`src/rtl/vt4_pkg.sv`:
```
package vt4_pkg;

   // Fraction bits of the Q format; results are shifted right by this much
   localparam int FRAC_BITS = 16;

   // Default depth of the queue between front and back
   localparam int QUEUE_DEPTH_DEF = 4;

   localparam int DATA_W = 32;
   localparam int IDX_W = 4;
   localparam int DIM = 4;
   localparam int ELEM_CNT = DIM * DIM;
   localparam int PROD_W = 2 * DATA_W;
   // four products of magnitude up to 2^62 sum into 66 signed bits
   localparam int SUM_W = PROD_W + 2;

   typedef enum logic {
      OP_LOAD  = 1'b0,
      OP_XFORM = 1'b1
   } op_type;

   typedef logic signed [DATA_W-1:0] word_type;

   // Classified item as it sits in the queue
   typedef struct packed {
      op_type                       op;
      logic [IDX_W-1:0]             elem_index;
      logic [DATA_W-1:0]            elem_value;
      logic [DIM-1:0][DATA_W-1:0]   vec;
   } item_type;

endpackage

```
`src/rtl/vt4_if.sv`:
```
// Request channel: one load or transform item
interface vt4_req_if import vt4_pkg::*; ();
   logic                    valid;
   logic                    ready;
   logic                    command;
   logic [IDX_W-1:0]        elem_index;
   logic signed [DATA_W-1:0] elem_value;
   logic signed [DATA_W-1:0] vec_x;
   logic signed [DATA_W-1:0] vec_y;
   logic signed [DATA_W-1:0] vec_z;
   logic signed [DATA_W-1:0] vec_w;

   modport source (
      output valid, command, elem_index, elem_value, vec_x, vec_y, vec_z, vec_w,
      input  ready
   );
   modport sink (
      input  valid, command, elem_index, elem_value, vec_x, vec_y, vec_z, vec_w,
      output ready
   );
endinterface


```
`src/rtl/vt4_front.sv`:
```
module vt4_front import vt4_pkg::*; #(
   parameter int QUEUE_DEPTH = QUEUE_DEPTH_DEF
) (
   input  logic     clock,
   input  logic     reset,
   vt4_req_if.sink  req_ch,
   output item_type head_item,
   output logic     head_valid,
   input  logic     head_pop
);

   localparam int PTR_W = (QUEUE_DEPTH > 1) ? $clog2(QUEUE_DEPTH) : 1;
   localparam int CNT_W = $clog2(QUEUE_DEPTH + 1);

   item_type             queue_ff [QUEUE_DEPTH];
   logic [PTR_W-1:0]     wr_ptr_ff, wr_ptr_in;
   logic [PTR_W-1:0]     rd_ptr_ff, rd_ptr_in;
   logic [CNT_W-1:0]     count_ff, count_in;
   item_type             class_item;
   logic                 push;
   logic                 pop;

   // Classify: loads keep the element, transforms keep the vector
   always_comb begin
      class_item = '0;
      if (req_ch.command) begin
         class_item.op  = OP_XFORM;
         class_item.vec = {req_ch.vec_w, req_ch.vec_z, req_ch.vec_y, req_ch.vec_x};
      end else begin
         class_item.op         = OP_LOAD;
         class_item.elem_index = req_ch.elem_index;
         class_item.elem_value = req_ch.elem_value;
      end
   end

   assign req_ch.ready = (count_ff != CNT_W'(QUEUE_DEPTH));
   assign push         = req_ch.valid && req_ch.ready;
   assign head_valid   = (count_ff != '0);
   assign pop          = head_pop && head_valid;
   assign head_item    = queue_ff[rd_ptr_ff];

   // Pointer and fill count update
   always_comb begin
      wr_ptr_in = wr_ptr_ff;
      rd_ptr_in = rd_ptr_ff;
      count_in  = count_ff;
      if (push) begin
         wr_ptr_in = (wr_ptr_ff == PTR_W'(QUEUE_DEPTH - 1)) ? '0 : wr_ptr_ff + 1'b1;
      end
      if (pop) begin
         rd_ptr_in = (rd_ptr_ff == PTR_W'(QUEUE_DEPTH - 1)) ? '0 : rd_ptr_ff + 1'b1;
      end
      if (push && !pop) begin
         count_in = count_ff + 1'b1;
      end else if (pop && !push) begin
         count_in = count_ff - 1'b1;
      end
   end

   always_ff @(posedge clock) begin
      if (reset) begin
         wr_ptr_ff <= '0;
         rd_ptr_ff <= '0;
         count_ff  <= '0;
      end else begin
         wr_ptr_ff <= wr_ptr_in;
         rd_ptr_ff <= rd_ptr_in;
         count_ff  <= count_in;
      end
   end

   // Queue storage
   always_ff @(posedge clock) begin
      if (push) begin
         queue_ff[wr_ptr_ff] <= class_item;
      end
   end

endmodule

```
`src/flat_wrapper.sv`:
```
// flat-port wrapper written by rule: the top's interface ports become plain ports
module vt4_front_flat import vt4_pkg::*;
#(
   parameter int QUEUE_DEPTH = QUEUE_DEPTH_DEF
)
  (clock, reset, head_item, head_valid, head_pop, req_ch_valid, req_ch_command, req_ch_elem_index, req_ch_elem_value, req_ch_vec_x, req_ch_vec_y, req_ch_vec_z, req_ch_vec_w, req_ch_ready);
  vt4_req_if req_ch_i ();
  input  logic clock;
  input  logic reset;
  output item_type head_item;
  output logic head_valid;
  input  logic head_pop;
  input wire logic [$bits(req_ch_i.valid)-1:0] req_ch_valid;
  input wire logic [$bits(req_ch_i.command)-1:0] req_ch_command;
  input wire logic [$bits(req_ch_i.elem_index)-1:0] req_ch_elem_index;
  input wire logic [$bits(req_ch_i.elem_value)-1:0] req_ch_elem_value;
  input wire logic [$bits(req_ch_i.vec_x)-1:0] req_ch_vec_x;
  input wire logic [$bits(req_ch_i.vec_y)-1:0] req_ch_vec_y;
  input wire logic [$bits(req_ch_i.vec_z)-1:0] req_ch_vec_z;
  input wire logic [$bits(req_ch_i.vec_w)-1:0] req_ch_vec_w;
  output wire logic [$bits(req_ch_i.ready)-1:0] req_ch_ready;
  assign req_ch_i.valid = req_ch_valid;
  assign req_ch_i.command = req_ch_command;
  assign req_ch_i.elem_index = req_ch_elem_index;
  assign req_ch_i.elem_value = req_ch_elem_value;
  assign req_ch_i.vec_x = req_ch_vec_x;
  assign req_ch_i.vec_y = req_ch_vec_y;
  assign req_ch_i.vec_z = req_ch_vec_z;
  assign req_ch_i.vec_w = req_ch_vec_w;
  assign req_ch_ready = req_ch_i.ready;
  vt4_front #(.QUEUE_DEPTH(QUEUE_DEPTH)) u_core (.clock(clock), .reset(reset), .req_ch(req_ch_i), .head_item(head_item), .head_valid(head_valid), .head_pop(head_pop));
endmodule
```
`config.mk`:
```
export PLATFORM = sky130hd
export DESIGN_NAME = vt4_front_flat
export DESIGN_NICKNAME = d
export VERILOG_FILES = /design/src/rtl/vt4_pkg.sv /design/src/rtl/vt4_if.sv /design/src/rtl/vt4_front.sv /design/src/flat_wrapper.sv
export SDC_FILE = /design/constraint.sdc
export NUM_CORES = 1
export LEC_CHECK = 0
export ABC_AREA = 1
export BUFFER_PORTS_ARGS = -buffer_cell sky130_fd_sc_hd__buf_2
export CELL_PAD_IN_SITES_DETAIL_PLACEMENT = 1
export CELL_PAD_IN_SITES_GLOBAL_PLACEMENT = 1
export CORE_ASPECT_RATIO = 2
export CORE_MARGIN = 2
export CORE_UTILIZATION = 30
export CTS_CLUSTER_SIZE = 12
export DETAILED_ROUTE_END_ITERATION = 8
export GPL_ROUTABILITY_DRIVEN = 0
export PLACE_DENSITY = 0.67
export SLEW_MARGIN = 10
export SYNTH_ARGS = -nofsm -noshare
export SYNTH_HDL_FRONTEND = slang
export SYNTH_SLANG_ARGS = --single-unit
```
`constraint.sdc`:
```
create_clock -name clock -period 8.8 [get_ports clock]
set_input_delay 0.44 -clock clock [delete_from_list [all_inputs] [get_ports clock]]
set_output_delay 0.44 -clock clock [all_outputs]
set_load 0.02 [all_outputs]
```
==> flow_metrics.env, run 1 <==
export IMPL_rr_startpoint="u_core.count_ff[0]$_SDFFE_PP0P_"
export IMPL_ys_warn_count=0
export IMPL_synth_fp_nets=2187
export IMPL_drt_initial_drc_count=1017
export IMPL_first_pass_iters=5
export IMPL_worstPathMaxFanout=151
export IMPL_ys_async_sr_fraction_pct=0
export IMPL_htreeDepth=3
export IMPL_power_leakage_nw=11.7
export IMPL_grtUsageTotal_pct=16.1
export IMPL_rsz0062_at_grt="false"
export IMPL_viasPerCell=4.82
export IMPL_switching_power_mw=3.46
export IMPL_reg2reg_to="u_core.queue_ff[1][89]$_DFFE_PP_"
export IMPL_clock_sinks=669
export IMPL_min_period_ps=4440
export IMPL_post_cts_buffers=0
export IMPL_fin_crit_sh_pct=50.4
export IMPL_areaGrowthSynthToFinish_pct=17.4
export IMPL_cts_hold_buf=1
export IMPL_internal_power_mw=6.17
export IMPL_die_x_um=213
export IMPL_finish_utilization_pct=35.5
export IMPL_num_vias=16908
export IMPL_clockRootBuffer="clkbuf_16"
export IMPL_postCtsResizedCells=0
export IMPL_clkLatencyLatePin_ps=620
export IMPL_switching_share_pct=35.9
export IMPL_grt_antenna_before_repair=11
export IMPL_combPwrFrac_pct=30.6
export IMPL_cts_tree="done"
export IMPL_wirelength_um=72900
export IMPL_die_height_um=422
export IMPL_slew_headroom_pct=30.7
export IMPL_hpwl_um=44700
export IMPL_start_util_pct=30.2
export IMPL_synth_area_leaders="edfxtp_1, nor2_1, o21ai_0"
export IMPL_clk_pin_slew_ps=60
export IMPL_setup_viol=0
export IMPL_critPathCaptureType="primary output"
export IMPL_avgSynthCellArea_um2=13.1
export IMPL_synth_top_area_cell="edfxtp_1"
export IMPL_drive_above_1_share_pct=19.2
export IMPL_crit_required_ps=8360
export IMPL_status="completed"
export IMPL_boundaryPins=336
export IMPL_maxCapViolations=0
export IMPL_wl_per_cell_um=20.8
export IMPL_synth_top_area_share_pct=75.5
export IMPL_postSynthCellCount=2011
export IMPL_wl_met1_um=28300
export IMPL_max_vdd_ir_drop_uv=241
export IMPL_critPathLaunchType="flip-flop"
export IMPL_ys_seq_area_share_pct=76.1
export IMPL_fmax_mhz=225
export IMPL_ys_ff_latch=669
export IMPL_drc=0
export IMPL_grt_first_pass_wirelength_um=110000
export IMPL_min_delay_path_class="in2reg"
export IMPL_post_place_ws_ps=5010
export IMPL_io_buffers=335
export IMPL_fin_area_um2=30800
export IMPL_core_um2=86900
export IMPL_n_fill_cell=9498
export IMPL_yosysMostFrequentCell="edfxtp_1"
export IMPL_tightest_slew_ps=1040
export IMPL_synthTopCellsByCount="edfxtp_1, nor2_1, o21ai_0, inv_1, o22ai_1"
export IMPL_finalHoldViolations=0
export IMPL_critPathKind="reg2out"
export IMPL_finalSetupTns_ps=0
export IMPL_p_per_area_nw_per_um2=312
export IMPL_route_top_layer_used="met5"
export IMPL_place_area_um2=28900
export IMPL_clockBufferDepth=3
export IMPL_wl_met2_um=38200
export IMPL_nNetsFinal=2491
export IMPL_wl_met3_um=3820
export IMPL_grt_max_degree=152
export IMPL_worstPathArrival_ps=4000
export IMPL_post_synth_num_cell_types=21
export IMPL_netlist_area_um2=26300
export IMPL_finClkSkew_ps=20.7
export IMPL_grt_overflow_total=0
export IMPL_drv_slew=0
export IMPL_synth_ff_type="edfxtp_1"
export IMPL_synth_edff_count=660
export IMPL_pwr_share_clk_pct=27.5
export IMPL_endpoint="head_item[138]"
export IMPL_std_cell_rows=153
export IMPL_r2r_setup_slack_ps=5390
export IMPL_drtAntennaViolNets=0
export IMPL_p_seq_share_pct=41.9
export IMPL_die_area_um2=90100
export IMPL_fin_ws_ps=4360
export IMPL_cts_buffers=68
export IMPL_grt_pass1_vias=18525
export IMPL_r2r_cells=6
[cell usage in the layout, fill, tap and decap left out, types with 3 or more instances in the layout]
cell type,Yosys,layout
clkbuf_16,0,71
buf_2,17,334
o21ai_0,264,264
inv_1,179,178
dfxtp_1,9,7
nor2_4,0,4
clkinv_1,0,3
a21oi_1,3,3
diode_2,0,4
ha_1,6,6
nand2_1,142,142
edfxtp_1,660,660
inv_6,0,5
buf_4,1,24
nor2_1,381,377
o22ai_1,165,165
clkbuf_1,73,12
o21ai_1,67,67
clkinv_8,0,3
[power by group through the flow]
stage | combinational, mW | clock [mW] | sequential (mW)
global route | 3.22 | 2.83 | 4.06
CTS | 3.03 | 2.73 | 4.04
global placement | 2.93 | 0 | 4.08
floorplan | 1.96 | 0 | 4.11
detailed placement | 3.02 | 0 | 4.10
finish | 2.95 | 2.64 | 4.03
[critical path: stages (launching register included)]
cell and delay (ps):
dfxtp_4 450, clkinv_8 440, buf_4 830, buf_4 790, o21ai_0 190, o22ai_1 200, buf_2 210
[kinds of logic (layout without fill, tap and decap cells)]
logic type      Yosys count  after routing  synth area share, %
xor+xnor                  1              1               0.0333
buf+inv                 307            637                 5.58
simple gates            528            528                 7.59
other cells               0              4                    0
fa+ha+maj                 7              7                0.362
flops                   669            669                 76.1
compound gates          499            499                 10.3
[final cells by class]
type	count	area [um2]	area share, %
inverters	180	693	2.25
clock inverters	13	126	0.410
repair buffers	361	1890	6.14
diodes	4	10.0	0.0325
clock buffers	83	1820	5.91
multi-input cells	1035	4830	15.7
flip-flops and latches	669	20000	64.9
well taps	1162	1450	4.71
[sequential cells by signal (all words and copies together), names as in the netlist, named ones only]
name / flops
u_core.wr_ptr_ff: 2
u_core.count_ff: 3
u_core.rd_ptr_ff: 2
u_core.queue_ff: 660
[per-layer routing]
metal / GRT usage, % / up-vias
met4: 7.29 / 8
met1: 17.9 / 8538
met5: 0 / -
li1: - / 7738
met2: 29.1 / 504
met3: 3.44 / 120
[stage by stage]
stage                     total power [mW]  hold WS [ps]  cells
final                                 9.63           140   3507
after global routing                  10.1           115   3506
after CTS                             9.80          62.7   3503
after detailed placement              7.12           561   3406
after global placement                7.01           510   3406
after floorplan                       6.07           483   2011
[how the worst min path moves through the flow]
stage / from / endpoint / depth (start not counted)
final: req_ch_vec_z[11] / u_core.queue_ff[1][75]$_DFFE_PP_ / 3
after global routing: req_ch_vec_x[11] / u_core.queue_ff[0][11]$_DFFE_PP_ / 3
after CTS: req_ch_vec_z[24] / u_core.queue_ff[1][88]$_DFFE_PP_ / 3
after detailed placement: u_core.rd_ptr_ff[0]$_SDFFE_PP0P_ / flip-flop / 4
after global placement: u_core.count_ff[1]$_SDFFE_PP0P_ / u_core.count_ff[1]$_SDFFE_PP0P_ / 2
after floorplan: u_core.rd_ptr_ff[1]$_SDFFE_PP0P_ / flip-flop / 2
Power figures use the tool's default switching activity.
==> run 2, diff against run 1 <==
- ABC_AREA: 1 -> 0
- PLACE_DENSITY: 0.67 -> 0.62
- clock period: 8.8 -> 4.45 ns (I/O delays scaled with it)
==> run 2 against run 1 <==
  * Utilization increased by 1.7 points
  * Global-route usage decreased by 2.4 points
  * Die area decreased by 3.2%
  * Critical path type unchanged
==> flow_metrics.env, run 2 <==
export IMPL_status="completed"
export IMPL_ys_warn_count=0
export IMPL_drtAntennaViolNets=0
export IMPL_wl_per_cell_um=22.4
export IMPL_ys_ff_latch=669
export IMPL_largest_reg_flops=660
export IMPL_max_vdd_ir_drop_uv=329
export IMPL_finalSetupTns_ps=0
export IMPL_min_to="u_core.queue_ff[1][79]$_DFFE_PP_"
export IMPL_synth_top_area_share_pct=78.0
export IMPL_die_x_um=210
export IMPL_wirelength_um=59700
export IMPL_power_leakage_nw=10.6
export IMPL_timing_critical_path_slowest_stage_cell="dfxtp_4"
export IMPL_ys_seq_area_share_pct=78.7
export IMPL_critPathLaunchType="flip-flop"
export IMPL_postSynthCellCount=1092
export IMPL_core_um2=84300
export IMPL_post_cts_buffers=0
export IMPL_avgSynthCellArea_um2=23.3
export IMPL_holdPathStages=2
export IMPL_r2r_cells=3
export IMPL_first_pass_iters=5
export IMPL_clkLatencyLatePin_ps=590
export IMPL_cp_slowest_stage_delay_ps=850
export IMPL_clockRootBuffer="clkbuf_16"
export IMPL_rr_startpoint="u_core.count_ff[0]$_SDFFE_PP0P_"
export IMPL_min_from="req_ch_vec_z[15]"
export IMPL_clock_sinks=669
export IMPL_critPathCaptureType="primary output"
export IMPL_fin_crit_sh_pct=68.4
export IMPL_grt_overflow_total=0
export IMPL_maxCapViolations=0
export IMPL_num_vias=12434
export IMPL_drv_slew=0
export IMPL_worstPathMaxFanout=35
export IMPL_synthTopCellsByCount="edfxtp_1, mux4_2, and2_1, nor2b_1, clkbuf_1"
export IMPL_p_per_area_nw_per_um2=545
export IMPL_post_synth_num_cell_types=28
export IMPL_tightest_slew_ps=796
export IMPL_io_buffers=335
export IMPL_r2r_setup_slack_ps=2090
export IMPL_fmax_mhz=328
export IMPL_critPathKind="reg2out"
export IMPL_netlist_area_um2=25400
export IMPL_start_util_pct=30.2
export IMPL_htreeDepth=3
export IMPL_grt_pass1_vias=13671
export IMPL_synth_top_area_cell="edfxtp_1"
export IMPL_die_area_um2=87200
export IMPL_worstPathCellList="buf_4, mux4_2, buf_2"
export IMPL_min_period_ps=3050
export IMPL_clockBufferDepth=3
export IMPL_layout_commonest_cell="edfxtp_1"
export IMPL_grtUsageTotal_pct=13.7
export IMPL_rsz0062_at_grt="false"
export IMPL_synth_area_leaders="edfxtp_1, mux4_2, and2_1"
export IMPL_drc=0
export IMPL_largestRegisters="u_core.queue_ff: 660 flops, u_core.count_ff: 3 flops"
export IMPL_synth_edff_count=660
export IMPL_synth_ff_type="edfxtp_1"
export IMPL_drt_initial_drc_count=776
export IMPL_ys_async_sr_fraction_pct=0
export IMPL_cts_buffers=68
export IMPL_max_flop_register="u_core.queue_ff"
export IMPL_crit_required_ps=4230
export IMPL_setup_viol=0
export IMPL_die_height_um=416
export IMPL_grt_first_pass_wirelength_um=90000
export IMPL_yosysMostFrequentCell="edfxtp_1"
export IMPL_min_delay_path_class="in2reg"
export IMPL_areaGrowthSynthToFinish_pct=23.3
export IMPL_grt_max_degree=102
export IMPL_final_cell_mix="edfxtp_1, buf_2, mux4_2, and2_1, dlygate4sd3_1"
export IMPL_grt_antenna_before_repair=24
export IMPL_hpwl_um=36900
export IMPL_finalHoldViolations=0
export IMPL_clk_pin_slew_ps=60
export IMPL_slew_headroom_pct=46.9
export IMPL_reg2reg_to="u_core.queue_ff[2][100]$_DFFE_PP_"
export IMPL_finClkSkew_ps=11.4
export IMPL_worstPathArrival_ps=2820
export IMPL_hold_slack_ps=23.2
export IMPL_cts_tree="done"
export IMPL_nNetsFinal=1734
export IMPL_std_cell_rows=151
export IMPL_boundaryPins=336
export IMPL_drive_above_1_share_pct=38.4
export IMPL_synth_fp_nets=1268
export IMPL_viasPerCell=4.68
-- run 2: worst max path at each step --
stage | startpoint | endpoint | slack [ps] | cells after the start
finish | flip-flop | head_item[120] | 1400 | 3
global route | flip-flop | head_item[116] | 1180 | 3
CTS | flip-flop | head_item[116] | 1250 | 3
detailed placement | flip-flop | head_item[116] | 1910 | 3
global placement | flip-flop | head_item[116] | 1910 | 3
floorplan | u_core.count_ff[0]$_SDFFE_PP0P_ | u_core.queue_ff[0][0]$_DFFE_PP_ | 1290 | 3
-- run 2: worst max-delay path: cells and delay by family (launching register included) --
kind,cells,cell delay [ps]
flip-flops,1,850
buffers and inverters,2,730
multiplexers,1,580
-- run 2: cells by family (layout without fill, tap and decap cells) --
| kind of cell | Yosys count | count (layout) | synth area share [%] |
|---|---|---|---|
| AO/OA/AOI/OAI | 5 | 5 | 0.138 |
| XOR/XNOR | 2 | 2 | 0.0690 |
| adder cells (fa/ha/maj) | 7 | 7 | 0.374 |
| buffers and inverters | 60 | 554 | 1.51 |
| flip-flops | 669 | 669 | 78.7 |
| multiplexers | 168 | 168 | 14.7 |
| other | 0 | 2 | 0 |
| AND/OR/NAND/NOR | 181 | 181 | 4.46 |
-- run 2: through the flow --
step / power, mW / cells / instance area (um2) / utilization [%] / setup slack, ps
5_1_grt: 17.8 / 2658 / 31300 / 37.2 / 1180
3_3_place_gp: 12.0 / 2462 / 28400 / 33.7 / 1910
3_5_place_dp: 12.0 / 2462 / 28400 / 33.7 / 1910
4_1_cts: 17.4 / 2657 / 31300 / 37.2 / 1250
6_report: 17.1 / 2659 / 31300 / 37.2 / 1400
2_1_floorplan: 10.6 / 1092 / 25400 / - / 1290
-- run 2: layout make-up --
type                            instances  area [um2]
Inverter                                3        11.3
Fill cell                            8288       52900
Clock buffer                           90        1900
Tap cell                             1071        1340
Sequential cell                       669       20000
Multi-Input combinational cell        363        5040
Clock inverter                          8        62.6
Antenna cell                            2        5.00
Timing Repair Buffer                  453        2970
-- run 2: repair_timing --
action | 4_1_cts | 5_1_grt
hold buffers | 97 | 0
hold endpoints to repair | 378 | 0
gates resized for setup | 0 | 0
-- run 2: report_power, final --
group / total [mW] / internal, mW / switching, mW
clock: 5.23 / 3.01 / 2.22
sequential: 7.90 / 7.66 / 0.237
combinational: 3.96 / 1.58 / 2.38
-- run 2: layer usage --
metal / GRT usage, % / wire (um) / share of wire (%)
met1: 18.3 / 25600 / 43
met2: 20.0 / 25800 / 43
met3: 6.62 / 7090 / 12
met4: 3.51 / 956 / 1.6
met5: 0 / 263 / 0.44
